## src/rtl/kst_pkg.sv

```systemverilog
// shared types and constants of the keyed slot table
`default_nettype none
package kst_pkg;

	localparam int CAPACITY = 64;
	localparam int KEY_BITS = 32;
	localparam int KEY_IN_W = 32;
	localparam int SIZE_W   = 16;
	localparam int SLOT_W   = $clog2(CAPACITY);
	localparam int CNT_W    = $clog2(CAPACITY + 1);
	localparam int ENTRY_W  = KEY_BITS + SIZE_W;

	typedef enum logic [1:0] {
		CMD_ADD    = 2'd0,
		CMD_LOOKUP = 2'd1,
		CMD_REMOVE = 2'd2,
		CMD_NOP    = 2'd3
	} cmd_t;

	typedef enum logic [1:0] {
		ST_OK   = 2'd0,
		ST_FULL = 2'd1,
		ST_MISS = 2'd2
	} status_t;

	// set or clear one occupancy flag
	typedef struct packed {
		logic              set;
		logic              clr;
		logic [SLOT_W-1:0] idx;
	} flag_op_t;

	// one write port and one read port of the entry memory
	typedef struct packed {
		logic               we;
		logic [SLOT_W-1:0]  waddr;
		logic [ENTRY_W-1:0] wdata;
		logic [SLOT_W-1:0]  raddr;
	} ram_req_t;

endpackage
`default_nettype wire

```

## src/rtl/kst_ram.sv

```systemverilog
// generic single-write, single-read ram with registered read data
`default_nettype none
module kst_ram #(
	parameter int WIDTH = 8,
	parameter int DEPTH = 16
) (
	input  wire logic                     clk,
	input  wire logic                     we,
	input  wire logic [$clog2(DEPTH)-1:0] waddr,
	input  wire logic [WIDTH-1:0]         wdata,
	input  wire logic [$clog2(DEPTH)-1:0] raddr,
	output logic      [WIDTH-1:0]         rdata
);

	logic [WIDTH-1:0] mem_q [DEPTH];

	always_ff @(posedge clk) begin
		if (we) begin
			mem_q[waddr] <= wdata;
		end
		rdata <= mem_q[raddr];
	end

endmodule
`default_nettype wire

```

## src/rtl/kst_flags.sv

```systemverilog
// occupancy flags of the slot table, cleared at reset
`default_nettype none
module kst_flags import kst_pkg::*; (
	input  wire logic              clk,
	input  wire logic              arst_n,
	input  wire flag_op_t          flag_op,
	input  wire logic [SLOT_W-1:0] rd_idx,
	output logic                   rd_flag
);

	logic [CAPACITY-1:0] valid_q;

	always_ff @(posedge clk or negedge arst_n) begin
		if (!arst_n) begin
			valid_q <= '0;
		end else begin
			if (flag_op.set) begin
				valid_q[flag_op.idx] <= 1'b1;
			end
			if (flag_op.clr) begin
				valid_q[flag_op.idx] <= 1'b0;
			end
		end
	end

	assign rd_flag = valid_q[rd_idx];

endmodule
`default_nettype wire

```

## src/rtl/kst_seq.sv

```systemverilog
// command sequencer: add, slot scans and result registers
`default_nettype none
module kst_seq import kst_pkg::*; (
	input  wire logic                clk,
	input  wire logic                arst_n,
	input  wire logic                start,
	input  wire logic [1:0]          cmd,
	input  wire logic [KEY_IN_W-1:0] key,
	input  wire logic [SIZE_W-1:0]   dom_value,
	output logic                     busy,
	output logic                     done,
	output logic [1:0]               status,
	output logic                     found,
	output logic [SIZE_W-1:0]        size_out,
	output logic [SLOT_W-1:0]        slot_out,
	output logic [CNT_W-1:0]         entry_count,
	output logic [SLOT_W-1:0]        flag_rd_idx,
	input  wire logic                flag_rd,
	output flag_op_t                 flag_op,
	output ram_req_t                 ram_req,
	input  wire logic [ENTRY_W-1:0]  ram_rdata
);

	typedef enum logic [1:0] {
		S_IDLE,
		S_FREE,
		S_SCAN
	} state_t;

	localparam logic [SLOT_W-1:0] LAST_SLOT = SLOT_W'(CAPACITY - 1);
	localparam logic [CNT_W-1:0]  CAP_CNT   = CNT_W'(CAPACITY);

	state_t              state_q;
	logic                is_remove_q;
	logic [KEY_BITS-1:0] key_q;
	logic [SLOT_W-1:0]   free_ptr_q;
	logic                full_q;
	logic [SLOT_W-1:0]   hit_ptr_q;
	logic [CNT_W-1:0]    count_q;
	logic [SLOT_W-1:0]   idx_q;
	logic [CNT_W-1:0]    issued_q;
	logic                rd_vld_s1;
	logic [SLOT_W-1:0]   rd_idx_s1;
	logic                flag_s1;

	logic                done_q;
	status_t             status_q;
	logic                found_q;
	logic [SIZE_W-1:0]   size_q;
	logic [SLOT_W-1:0]   slot_q;
	logic [CNT_W-1:0]    cnt_out_q;

	logic                add_go;
	logic                match;
	logic [SLOT_W-1:0]   idx_next;
	logic [KEY_BITS-1:0] key_in;

	assign key_in   = KEY_BITS'(key);
	assign idx_next = (idx_q == LAST_SLOT) ? '0 : idx_q + 1'b1;
	assign add_go   = (state_q == S_IDLE) && start && (cmd == CMD_ADD) && !full_q;
	assign match    = (state_q == S_SCAN) && rd_vld_s1 && flag_s1
		&& (ram_rdata[KEY_BITS-1:0] == key_q);

	always_comb begin
		flag_op.set   = add_go;
		flag_op.clr   = match && is_remove_q;
		flag_op.idx   = add_go ? free_ptr_q : rd_idx_s1;
		ram_req.we    = add_go;
		ram_req.waddr = free_ptr_q;
		ram_req.wdata = {dom_value, key_in};
		ram_req.raddr = idx_q;
	end

	assign flag_rd_idx = idx_q;
	assign busy        = (state_q != S_IDLE);
	assign done        = done_q;
	assign status      = status_q;
	assign found       = found_q;
	assign size_out    = size_q;
	assign slot_out    = slot_q;
	assign entry_count = cnt_out_q;

	always_ff @(posedge clk or negedge arst_n) begin
		if (!arst_n) begin
			state_q     <= S_IDLE;
			is_remove_q <= 1'b0;
			key_q       <= '0;
			free_ptr_q  <= '0;
			full_q      <= 1'b0;
			hit_ptr_q   <= '0;
			count_q     <= '0;
			idx_q       <= '0;
			issued_q    <= '0;
			rd_vld_s1   <= 1'b0;
			rd_idx_s1   <= '0;
			flag_s1     <= 1'b0;
			done_q      <= 1'b0;
			status_q    <= ST_OK;
			found_q     <= 1'b0;
			size_q      <= '0;
			slot_q      <= '0;
			cnt_out_q   <= '0;
		end else begin
			done_q <= 1'b0;
			unique case (state_q)
				S_IDLE: begin
					if (start) begin
						is_remove_q <= (cmd == CMD_REMOVE);
						key_q       <= key_in;
						done_q      <= 1'b0;
						found_q     <= 1'b0;
						size_q      <= '0;
						slot_q      <= '0;
						status_q    <= ST_OK;
						cnt_out_q   <= count_q;
						unique case (cmd_t'(cmd))
							CMD_ADD: begin
								done_q <= 1'b1;
								if (full_q) begin
									status_q <= ST_FULL;
								end else begin
									count_q   <= count_q + 1'b1;
									cnt_out_q <= count_q + 1'b1;
									slot_q    <= free_ptr_q;
									if (free_ptr_q == LAST_SLOT) begin
										full_q <= 1'b1;
									end else begin
										idx_q   <= free_ptr_q + 1'b1;
										state_q <= S_FREE;
									end
								end
							end
							CMD_LOOKUP, CMD_REMOVE: begin
								idx_q     <= hit_ptr_q;
								issued_q  <= '0;
								rd_vld_s1 <= 1'b0;
								state_q   <= S_SCAN;
							end
							CMD_NOP: begin
								done_q <= 1'b1;
							end
							default: begin
								done_q <= 1'b1;
							end
						endcase
					end
				end
				S_FREE: begin
					if (!flag_rd) begin
						free_ptr_q <= idx_q;
						full_q     <= 1'b0;
						state_q    <= S_IDLE;
					end else if (idx_q == LAST_SLOT) begin
						full_q  <= 1'b1;
						state_q <= S_IDLE;
					end else begin
						idx_q <= idx_q + 1'b1;
					end
				end
				S_SCAN: begin
					// issue one read a cycle, check it the cycle after
					if (issued_q != CAP_CNT) begin
						rd_vld_s1 <= 1'b1;
						rd_idx_s1 <= idx_q;
						flag_s1   <= flag_rd;
						idx_q     <= idx_next;
						issued_q  <= issued_q + 1'b1;
					end else begin
						rd_vld_s1 <= 1'b0;
					end
					if (match) begin
						rd_vld_s1 <= 1'b0;
						state_q   <= S_IDLE;
						done_q    <= 1'b1;
						status_q  <= ST_OK;
						found_q   <= 1'b1;
						slot_q    <= rd_idx_s1;
						hit_ptr_q <= rd_idx_s1;
						if (is_remove_q) begin
							size_q <= '0;
							if (count_q != '0) begin
								count_q   <= count_q - 1'b1;
								cnt_out_q <= count_q - 1'b1;
							end else begin
								cnt_out_q <= count_q;
							end
							if (full_q || (free_ptr_q > rd_idx_s1)) begin
								free_ptr_q <= rd_idx_s1;
							end
							full_q <= 1'b0;
						end else begin
							size_q    <= ram_rdata[KEY_BITS +: SIZE_W];
							cnt_out_q <= count_q;
						end
					end else if (issued_q == CAP_CNT) begin
						// last slot checked with no match
						rd_vld_s1 <= 1'b0;
						state_q   <= S_IDLE;
						done_q    <= 1'b1;
						status_q  <= ST_MISS;
						found_q   <= 1'b0;
						size_q    <= '0;
						slot_q    <= '0;
						cnt_out_q <= count_q;
					end
				end
				default: begin
					state_q <= S_IDLE;
				end
			endcase
		end
	end

endmodule
`default_nettype wire

```

## src/rtl/keyed_slot_table_top.sv

```systemverilog
// top level of the keyed slot table
`default_nettype none
// keyed slot table: 64 entries of key and 16-bit domain size with occupancy flags
//
// command channel: a transfer happens at a rising edge with start high and busy
// low; cmd selects add, lookup, remove or no-op, key and dom_value come with it
// result channel: done pulses for one cycle with status, found, size_out,
// slot_out and entry_count; the receiver cannot stall, every result is taken
//
// sequence of each command after the accepting edge:
//   add and no-op: result in the next cycle; after an add to any slot but
//   the last, busy stays high while the flags above the written slot are
//   walked one per cycle for the next free slot
//   lookup and remove: circular walk from the last hit slot, one entry read
//   per cycle through the registered read port of the entry memory; the result
//   comes on the first match, or as a miss once all 64 slots are checked
// only one command is in flight, so no read that meets a memory write of the
// same entry has its data used
// reset: all occupancy flags, pointers and the entry count clear at once; the
// entry memory is left as is, an entry is only matched once its flag is set
module keyed_slot_table_top import kst_pkg::*; (
	input  wire logic                clk,
	input  wire logic                arst_n,
	input  wire logic                start,
	output logic                     busy,
	input  wire logic [1:0]          cmd,
	input  wire logic [KEY_IN_W-1:0] key,
	input  wire logic [SIZE_W-1:0]   dom_value,
	output logic                     done,
	output logic [1:0]               status,
	output logic                     found,
	output logic [SIZE_W-1:0]        size_out,
	output logic [SLOT_W-1:0]        slot_out,
	output logic [CNT_W-1:0]         entry_count
);

	// sequencer to flag store and entry memory
	flag_op_t           flag_op;
	ram_req_t           ram_req;
	logic [SLOT_W-1:0]  flag_rd_idx;
	logic               flag_rd;
	logic [ENTRY_W-1:0] ram_rdata;

	// command sequencing, pointers and result registers
	kst_seq u_seq (
		.clk         (clk),
		.arst_n      (arst_n),
		.start       (start),
		.cmd         (cmd),
		.key         (key),
		.dom_value   (dom_value),
		.busy        (busy),
		.done        (done),
		.status      (status),
		.found       (found),
		.size_out    (size_out),
		.slot_out    (slot_out),
		.entry_count (entry_count),
		.flag_rd_idx (flag_rd_idx),
		.flag_rd     (flag_rd),
		.flag_op     (flag_op),
		.ram_req     (ram_req),
		.ram_rdata   (ram_rdata)
	);

	// occupancy flags in flops so reset empties the table at once
	kst_flags u_flags (
		.clk     (clk),
		.arst_n  (arst_n),
		.flag_op (flag_op),
		.rd_idx  (flag_rd_idx),
		.rd_flag (flag_rd)
	);

	// key and domain size per slot, {size, key}
	kst_ram #(
		.WIDTH (ENTRY_W),
		.DEPTH (CAPACITY)
	) u_entries (
		.clk   (clk),
		.we    (ram_req.we),
		.waddr (ram_req.waddr),
		.wdata (ram_req.wdata),
		.raddr (ram_req.raddr),
		.rdata (ram_rdata)
	);

`ifndef SYNTHESIS
	// a hit always reports ok
	a_found_ok: assert property (@(posedge clk) disable iff (!arst_n)
		done && found |-> status == ST_OK)
		else $error("found result with non-ok status");

	// a refused add only happens with every slot taken
	a_full_count: assert property (@(posedge clk) disable iff (!arst_n)
		done && status == ST_FULL |-> entry_count == CNT_W'(CAPACITY))
		else $error("full status with free slots");

	// a miss carries no slot and no size
	a_miss_clean: assert property (@(posedge clk) disable iff (!arst_n)
		done && status == ST_MISS |-> slot_out == '0 && size_out == '0 && !found)
		else $error("miss result carries data");

	// a lookup always walks the memory before answering
	a_lookup_busy: assert property (@(posedge clk) disable iff (!arst_n)
		start && !busy && cmd == CMD_LOOKUP |=> busy && !done)
		else $error("lookup answered without a scan");
`endif

endmodule
`default_nettype wire

```

## config.mk

```make
export PLATFORM = sky130hd
export DESIGN_NAME = keyed_slot_table_top
export DESIGN_NICKNAME = d
export VERILOG_FILES = /design/src/rtl/kst_pkg.sv /design/src/rtl/kst_ram.sv /design/src/rtl/kst_flags.sv /design/src/rtl/kst_seq.sv /design/src/rtl/keyed_slot_table_top.sv
export SDC_FILE = /design/constraint.sdc
export NUM_CORES = 2
export LEC_CHECK = 0
export BUFFER_PORTS_ARGS = -buffer_cell sky130_fd_sc_hd__buf_2
export CORE_ASPECT_RATIO = 1.2
export CORE_MARGIN = 2
export CORE_UTILIZATION = 32
export DETAILED_ROUTE_END_ITERATION = 10
export MAX_ROUTING_LAYER = met4
export PLACE_DENSITY_LB_ADDON = 0.12
export SYNTH_ARGS = -nofsm -noshare
export SYNTH_HDL_FRONTEND = slang
export SYNTH_SLANG_ARGS = --single-unit
export TNS_END_PERCENT = 20
```

## constraint.sdc

```tcl
create_clock -name clk -period 13.6 [get_ports clk]
set_input_delay 2.72 -clock clk [delete_from_list [all_inputs] [get_ports clk]]
set_output_delay 2.72 -clock clk [all_outputs]
set_load 0.005 [all_outputs]
```

### Word level (Yosys, flattened, before mapping)

Memory sizes are Yosys's and may differ from the RTL's. A register that Yosys moved wholly into a read port is not among the register bits.
Index checks and enable logic that the tools add are counted.

| storage, ports and cells | value |
|---|---|
| bits in registers | 173 |
| bits in writable memories | 3072 |
| input bits | 53 |
| output and inout bits | 34 |
| logic and storage cells | 174 |
| memories | 1 |

Memories:

| name | words | bits a word | rd ports | clocked after Yosys merged registers in | write ports | line | text |
|---|---|---|---|---|---|---|---|
| u_entries.mem_q | 64 | 48 | 1 | 1 | 1 | kst_ram.sv:15 | `logic [WIDTH-1:0] mem_q [DEPTH];` |

| operators by class | value |
|---|---|
| add/sub/neg operators | 5 |
| $lt $le $gt $ge | 4 |
| equality and inequality tests | 25 |
| multiplexer cells | 87 |
| bitwise gates (word level) | 3 |
| reduce and logical (&&, ||, !) cells | 30 |

Operator list:

| cell | number |
|---|---|
| $mux 64 | 2 |
| $mux 6 | 17 |
| $mux 7 | 11 |
| $and 64x64->64 | 1 |
| $mux 16 | 4 |
| $not 64->64 | 1 |
| $or 64x64->64 | 1 |
| $pmux 7 s2 | 3 |
| $pmux 6 s2 | 3 |
| $eq 32x32->1 | 1 |
| $pmux 16 s2 | 1 |
| $mux 1 | 25 |
| $mux 2 | 11 |
| $pmux 6 s3 | 1 |
| $add 7x1->7 const B | 2 |
| $lt 6x7->1 const B | 2 |
| $ne 2x2->1 const B | 7 |
| $add 6x1->6 const B | 2 |
| $eq 6x6->1 const B | 2 |
| $ne 3x3->1 const B | 4 |
| $reduce_and 6->1 | 2 |
| $reduce_and 3->1 | 3 |
| $logic_and 1x1->1 | 8 |
| $pmux 2 s2 | 2 |
| other kinds (25) | 38 |

### Longest topological paths before layout

| logic depth | value |
|---|---|
| depth after elaboration | 13 |
| mapped depth | 11 |
| gate-level depth less buffers | 9 |

### Modules after synthesis

From an unflattened synthesis, not the netlist that was laid out.

| second synthesis, totals | value |
|---|---|
| cell total of the unflattened synthesis | 6252 |
| area total of the unflattened synthesis | 127612.4 um^2 |

By module, submodules not included:

| module | instances | cells each | area each (um^2) | sequential area each (um^2) |
|---|---|---|---|---|
| kst_ram | 1 | 5247 | 118190.9 | 93209.4 |
| kst_seq | 1 | 705 | 6342.3 | 2727.6 |
| kst_flags | 1 | 300 | 3079.2 | 1601.5 |

### Least setup slack after synthesis

Ideal clock, no wire load.

| path | value |
|---|---|
| path type | input to register |
| from | input cmd[0] |
| to | memory u_entries.mem_q[1][0] (netlist name), enable pin |
| setup time | 0.515 ns |
| arrival time | 7.574 ns |
| required time | 13.085 ns |
| slack | 5.511 ns |
| stages | 8 |
| path buffers | 2 |
| cells stage by stage | inv_1 ha_1 nor2b_1 nand2_1 clkbuf_1 or2_2 clkbuf_1 nor3_1 |

| on the way | value |
|---|---|
| cells in the longest elaborated chain, start to end | 5 |

Ends and longest elaborated chain:

| element | line | text |
|---|---|---|
| start: declaration | keyed_slot_table_top.sv:26 | `input wire logic [1:0] cmd,` |
| $logic_not 2->1 | kst_seq.sv:60 | `assign add_go = (state_q == S_IDLE) && start && (cmd == CMD_ADD) && !full_q;` |
| $logic_and 1x1->1 (2 in a row) | kst_seq.sv:60 |  |
| $mux 1 | kst_ram.sv:18 | `if (we) begin` |
| $mux 1 (implied by the code) | kst_ram.sv:19 | `mem_q[waddr] <= wdata;` |
| end: declaration | kst_ram.sv:15 |  |

Every way passes these cells.

### Worst setup path after layout

| path | value |
|---|---|
| from | input cmd[0] |
| to | memory u_entries.mem_q[13][44] (netlist name), enable pin |

The elaborated chain is that of the path after synthesis.

==> flow_results.xml <==
<?xml version="1.0" encoding="UTF-8"?>
<metrics>
  <group name="sta">
    <metric name="setup_ws" unit="ns">7.40</metric>
    <metric name="final_hold_viols" unit="">0</metric>
    <metric name="max_slew_margin" unit="">0.177</metric>
    <metric name="finalSetupTns" unit="ns">0</metric>
    <metric name="finalClockSkew" unit="ns">0.0457</metric>
    <metric name="fin_crit_sh" unit="">0.456</metric>
    <metric name="fmax" unit="MHz">161</metric>
    <metric name="grt_setup_unrepaired" unit="">false</metric>
    <metric name="worst_slew_pin_slew" unit="ns">1.23</metric>
    <metric name="setup-violations-final" unit="">0</metric>
    <metric name="finalMaxSlewViolations" unit="">0</metric>
    <metric name="timing.final.crit_period" unit="ns">6.20</metric>
  </group>
  <group name="clock_tree">
    <metric name="cts_tree" unit="">built</metric>
    <metric name="clkSinkCount" unit="">3293</metric>
    <metric name="clock_h_tree_levels" unit="">5</metric>
    <metric name="clk_path_buf_depth" unit="">4</metric>
    <metric name="cts_resized" unit="">0</metric>
    <metric name="cts.root.buffer_cell" unit="">sky130_fd_sc_hd__clkbuf_16</metric>
    <metric name="cts.reportedPaths.clkPinSlew" unit="ns">0.06</metric>
    <metric name="post_cts_hold_buffers" unit="">0</metric>
    <metric name="clk_latency" unit="ns">0.97</metric>
    <metric name="tritoncts.num_buffers" unit="">352</metric>
    <metric name="cts_setup_buffers" unit="">0</metric>
  </group>
  <group name="place">
    <metric name="io_buffer_count" unit="">86</metric>
    <metric name="place.detailed.hpwl" unit="um">208000</metric>
    <metric name="weighted_congestion_reported_at_the_end_of_routability_driven_placement" unit="">0.787</metric>
    <metric name="dp_cells" unit="">10594</metric>
    <metric name="pre_cts_ws" unit="ns">6.39</metric>
  </group>
  <group name="routing">
    <metric name="dr.pass1.iters" unit="">7</metric>
    <metric name="via_per_inst" unit="">5.25</metric>
    <metric name="iteration_0_drc_markers" unit="">5450</metric>
    <metric name="antenna_left" unit="">0</metric>
    <metric name="drt_wl_total" unit="um">371000</metric>
    <metric name="drcViolationCount" unit="">0</metric>
    <metric name="post_drt_wl_per_cell" unit="um">33.0</metric>
    <metric name="dr_total_vias" unit="">59040</metric>
  </group>
  <group name="cells_and_area">
    <metric name="layout.cells.most_common_list" unit="">3072 x sky130_fd_sc_hd__edfxtp_1, 1011 x sky130_fd_sc_hd__mux4_2, 359 x sky130_fd_sc_hd__clkbuf_16, 202 x sky130_fd_sc_hd__buf_4, 168 x sky130_fd_sc_hd__dfrtp_1</metric>
    <metric name="n_fill_cell" unit="">35701</metric>
    <metric name="nNetsFinal" unit="">5793</metric>
    <metric name="drive_gt1_frac" unit="">0.322</metric>
    <metric name="instances_no_fill" unit="">11239</metric>
    <metric name="storage_element_area" unit="um2">97600</metric>
    <metric name="multi_input_area" unit="um2">28200</metric>
    <metric name="area_growth_syn_to_layout" unit="%">14.9</metric>
    <metric name="most_common_library_cell_in_the_layout_ignoring_fill_and_taps" unit="">sky130_fd_sc_hd__edfxtp_1</metric>
  </group>
  <group name="synthesis">
    <metric name="ys_warn_count" unit="">0</metric>
    <metric name="yosysUniqueCellTypes" unit="">73</metric>
    <metric name="synth_enable_flop_cells" unit="">3072</metric>
    <metric name="yosys.area.top_type_share" unit="">0.729</metric>
    <metric name="synthCells" unit="">5377</metric>
    <metric name="most_instantiated_flip_flop_cell_in_the_synthesis_netlist" unit="">sky130_fd_sc_hd__edfxtp_1</metric>
    <metric name="synthArstFlopShare" unit="">0.0525</metric>
    <metric name="synth_fp_nets" unit="">5449</metric>
    <metric name="syn_area" unit="um2">127000</metric>
    <metric name="ys_seq_elements" unit="">3293</metric>
    <metric name="post_synth.cell_area_avg" unit="um2">23.5</metric>
    <metric name="synthTopCellsByArea" unit="">sky130_fd_sc_hd__edfxtp_1 73%, sky130_fd_sc_hd__mux4_2 18%, sky130_fd_sc_hd__dfrtp_1 3.4%</metric>
    <metric name="cell_type_contributing_the_most_total_cell_area_after_synthesis" unit="">sky130_fd_sc_hd__edfxtp_1</metric>
    <metric name="synth-seq-area-share" unit="">0.771</metric>
  </group>
  <group name="power">
    <metric name="vdd_ir_drop_max" unit="mV">0.142</metric>
    <metric name="pwr_density_cell" unit="nW/um2">198</metric>
    <metric name="power_leakage" unit="nW">45.2</metric>
  </group>
  <group name="global_route">
    <metric name="grt_max_degree" unit="">117</metric>
    <metric name="grt_antenna_before_repair" unit="">37</metric>
    <metric name="globalRouteTotalUtil" unit="">0.189</metric>
    <metric name="number_of_global_route_vias_before_repair" unit="">61353</metric>
    <metric name="globalRouteOverflowTotal" unit="">0</metric>
    <metric name="first_pass_grt_wire_length" unit="um">514000</metric>
  </group>
  <group name="job">
    <metric name="drv_cap" unit="">0</metric>
  </group>
  <group name="worst_setup_path">
    <metric name="crit_path_top_delay_cell" unit="">sky130_fd_sc_hd__nor2_4</metric>
    <metric name="worst_setup_sp" unit="">cmd[0]</metric>
    <metric name="critical_path.reg2reg.startpoint" unit="">u_seq.flag_rd_idx[1]$_DFFE_PN0P_</metric>
    <metric name="crit_path_cell_trace" unit="">buf_2 &gt; inv_1 &gt; ha_1 &gt; nor2b_1 &gt; nand2_1 &gt; nor2_1 &gt; nand3_1 &gt; nor2_4 &gt; buf_4</metric>
    <metric name="gate_family_responsible_for_the_most_delay_along_the_worst_path" unit="">simple AND/OR/NAND/NOR gates</metric>
    <metric name="timing_worst_setup_path_type" unit="">primary input to register</metric>
    <metric name="cp-start-kind" unit="">primary input</metric>
    <metric name="worstPathArrival" unit="ns">6.77</metric>
    <metric name="slowest_delay" unit="ns">1.06</metric>
    <metric name="timing.critical_path.to_type" unit="">register</metric>
    <metric name="worst-path-buf-inv" unit="">3</metric>
    <metric name="worstPathRequired" unit="ns">14.16</metric>
    <metric name="crit_path_max_fanout" unit="">26</metric>
  </group>
  <group name="floorplanning">
    <metric name="die_x" unit="um">578</metric>
    <metric name="placeableCoreArea" unit="um2">395000</metric>
    <metric name="die_area" unit="um2">401000</metric>
    <metric name="initial_utilization" unit="">0.321</metric>
    <metric name="std_cell_rows" unit="">253</metric>
    <metric name="design.portCount" unit="">87</metric>
    <metric name="die-height" unit="um">693</metric>
  </group>
  <group name="hold_path">
    <metric name="worstHoldPathType" unit="">register to register</metric>
    <metric name="min-delay-start" unit="">u_entries.rdata[37]$_DFF_P_</metric>
  </group>
  <group name="outcome">
    <metric name="status" unit="">finished clean</metric>
  </group>
</metrics>
-- sequential cells by signal, indices dropped and copies added (netlist names), 2 cells and up --
signal,cells
u_seq.flag_rd_idx,6
u_seq.state_q,2
u_seq.free_ptr_q,6
u_seq.issued_q,7
u_flags.valid_q,64
u_seq.count_q,7
u_entries.rdata,48
u_seq.rd_idx_s1,6
u_seq.slot_out,6
u_seq.size_out,16
u_seq.status,2
u_seq.hit_ptr_q,6
u_entries.mem_q,3072
u_seq.key_q,32
u_seq.entry_count,7
-- report_power, final --
group / internal, mW / switching (mW) / leakage [nW]
combinational: 3.49 / 4.31 / 9.52
sequential: 11.3 / 0.309 / 30.3
clock: 5.26 / 4.04 / 5.39
total: 20.1 / 8.67 / 45.2
-- layer usage --
| layer | up-vias | track usage | part of all wire |
|---|---|---|---|
| met5 | - | - | 0 |
| met4 | 0 | 0.0339 | 0.017 |
| met3 | 394 | 0.0224 | 0.044 |
| met2 | 1600 | 0.309 | 0.50 |
| met1 | 33300 | 0.258 | 0.44 |
| li1 | 23746 | - | - |
-- synthesized netlist by cell type (all sizes together) (23+ instances only) --
cell type  instances
edfxtp          3072
mux4            1011
dfrtp            173
clkbuf           169
a21oi            129
buf              127
nor2             121
nand2             74
mux2              73
dfxtp             48
o21ai             44
nor3              33
xor2              30
inv               23
nand3             23
-- final timing paths --
check                                               endpoint  slack (ns)  depth (start not counted)
max in group asynchronous         u_seq.key_q[7]$_DFFE_PN0N_        9.66                          3
min                            u_seq.size_out[5]$_DFFE_PN0P_        0.45                          1
max                        u_entries.mem_q[13][44]$_DFFE_PP_        7.40                          9
min in group asynchronous      u_seq.slot_out[1]$_DFFE_PN0P_        1.82                          1
max reg2reg                      u_entries.rdata[41]$_DFF_P_        8.44                          6
min reg2reg                    u_seq.size_out[5]$_DFFE_PN0P_        0.45                          1
-- through the flow --
step | cell area, um2 | power (mW) | util | hold slack [ns]
after floorplan | 127000 | 16.8 | - | 0.427
after global placement | 134000 | 19.9 | 0.340 | 0.433
after detailed placement | 134000 | 19.9 | 0.340 | 0.434
after CTS | 145000 | 29.2 | 0.368 | 0.450
after global routing | 145000 | 29.8 | 0.368 | 0.454
final | 145000 | 28.7 | 0.368 | 0.447
-- logic make-up after synthesis --
| kind of cell | after synthesis | share of synthesized area |
|---|---|---|
| fa+ha+maj | 19 | 0.00188 |
| simple gates | 326 | 0.0123 |
| flops | 3293 | 0.771 |
| buf+inv | 319 | 0.0107 |
| xor+xnor | 44 | 0.00304 |
| mux | 1105 | 0.188 |
| compound gates | 271 | 0.0133 |
-- area by class of cell --
| class | instances | area share |
|---|---|---|
| inverters | 23 | 0.000645 |
| repair buffers | 286 | 0.0141 |
| multi-input cells | 1765 | 0.194 |
| clock buffers | 460 | 0.0653 |
| clock inverters | 177 | 0.0105 |
| flip-flops and latches | 3293 | 0.671 |
| diodes | 8 | 0.000138 |
| well taps | 5227 | 0.0450 |
Power figures use the tool's default switching activity.
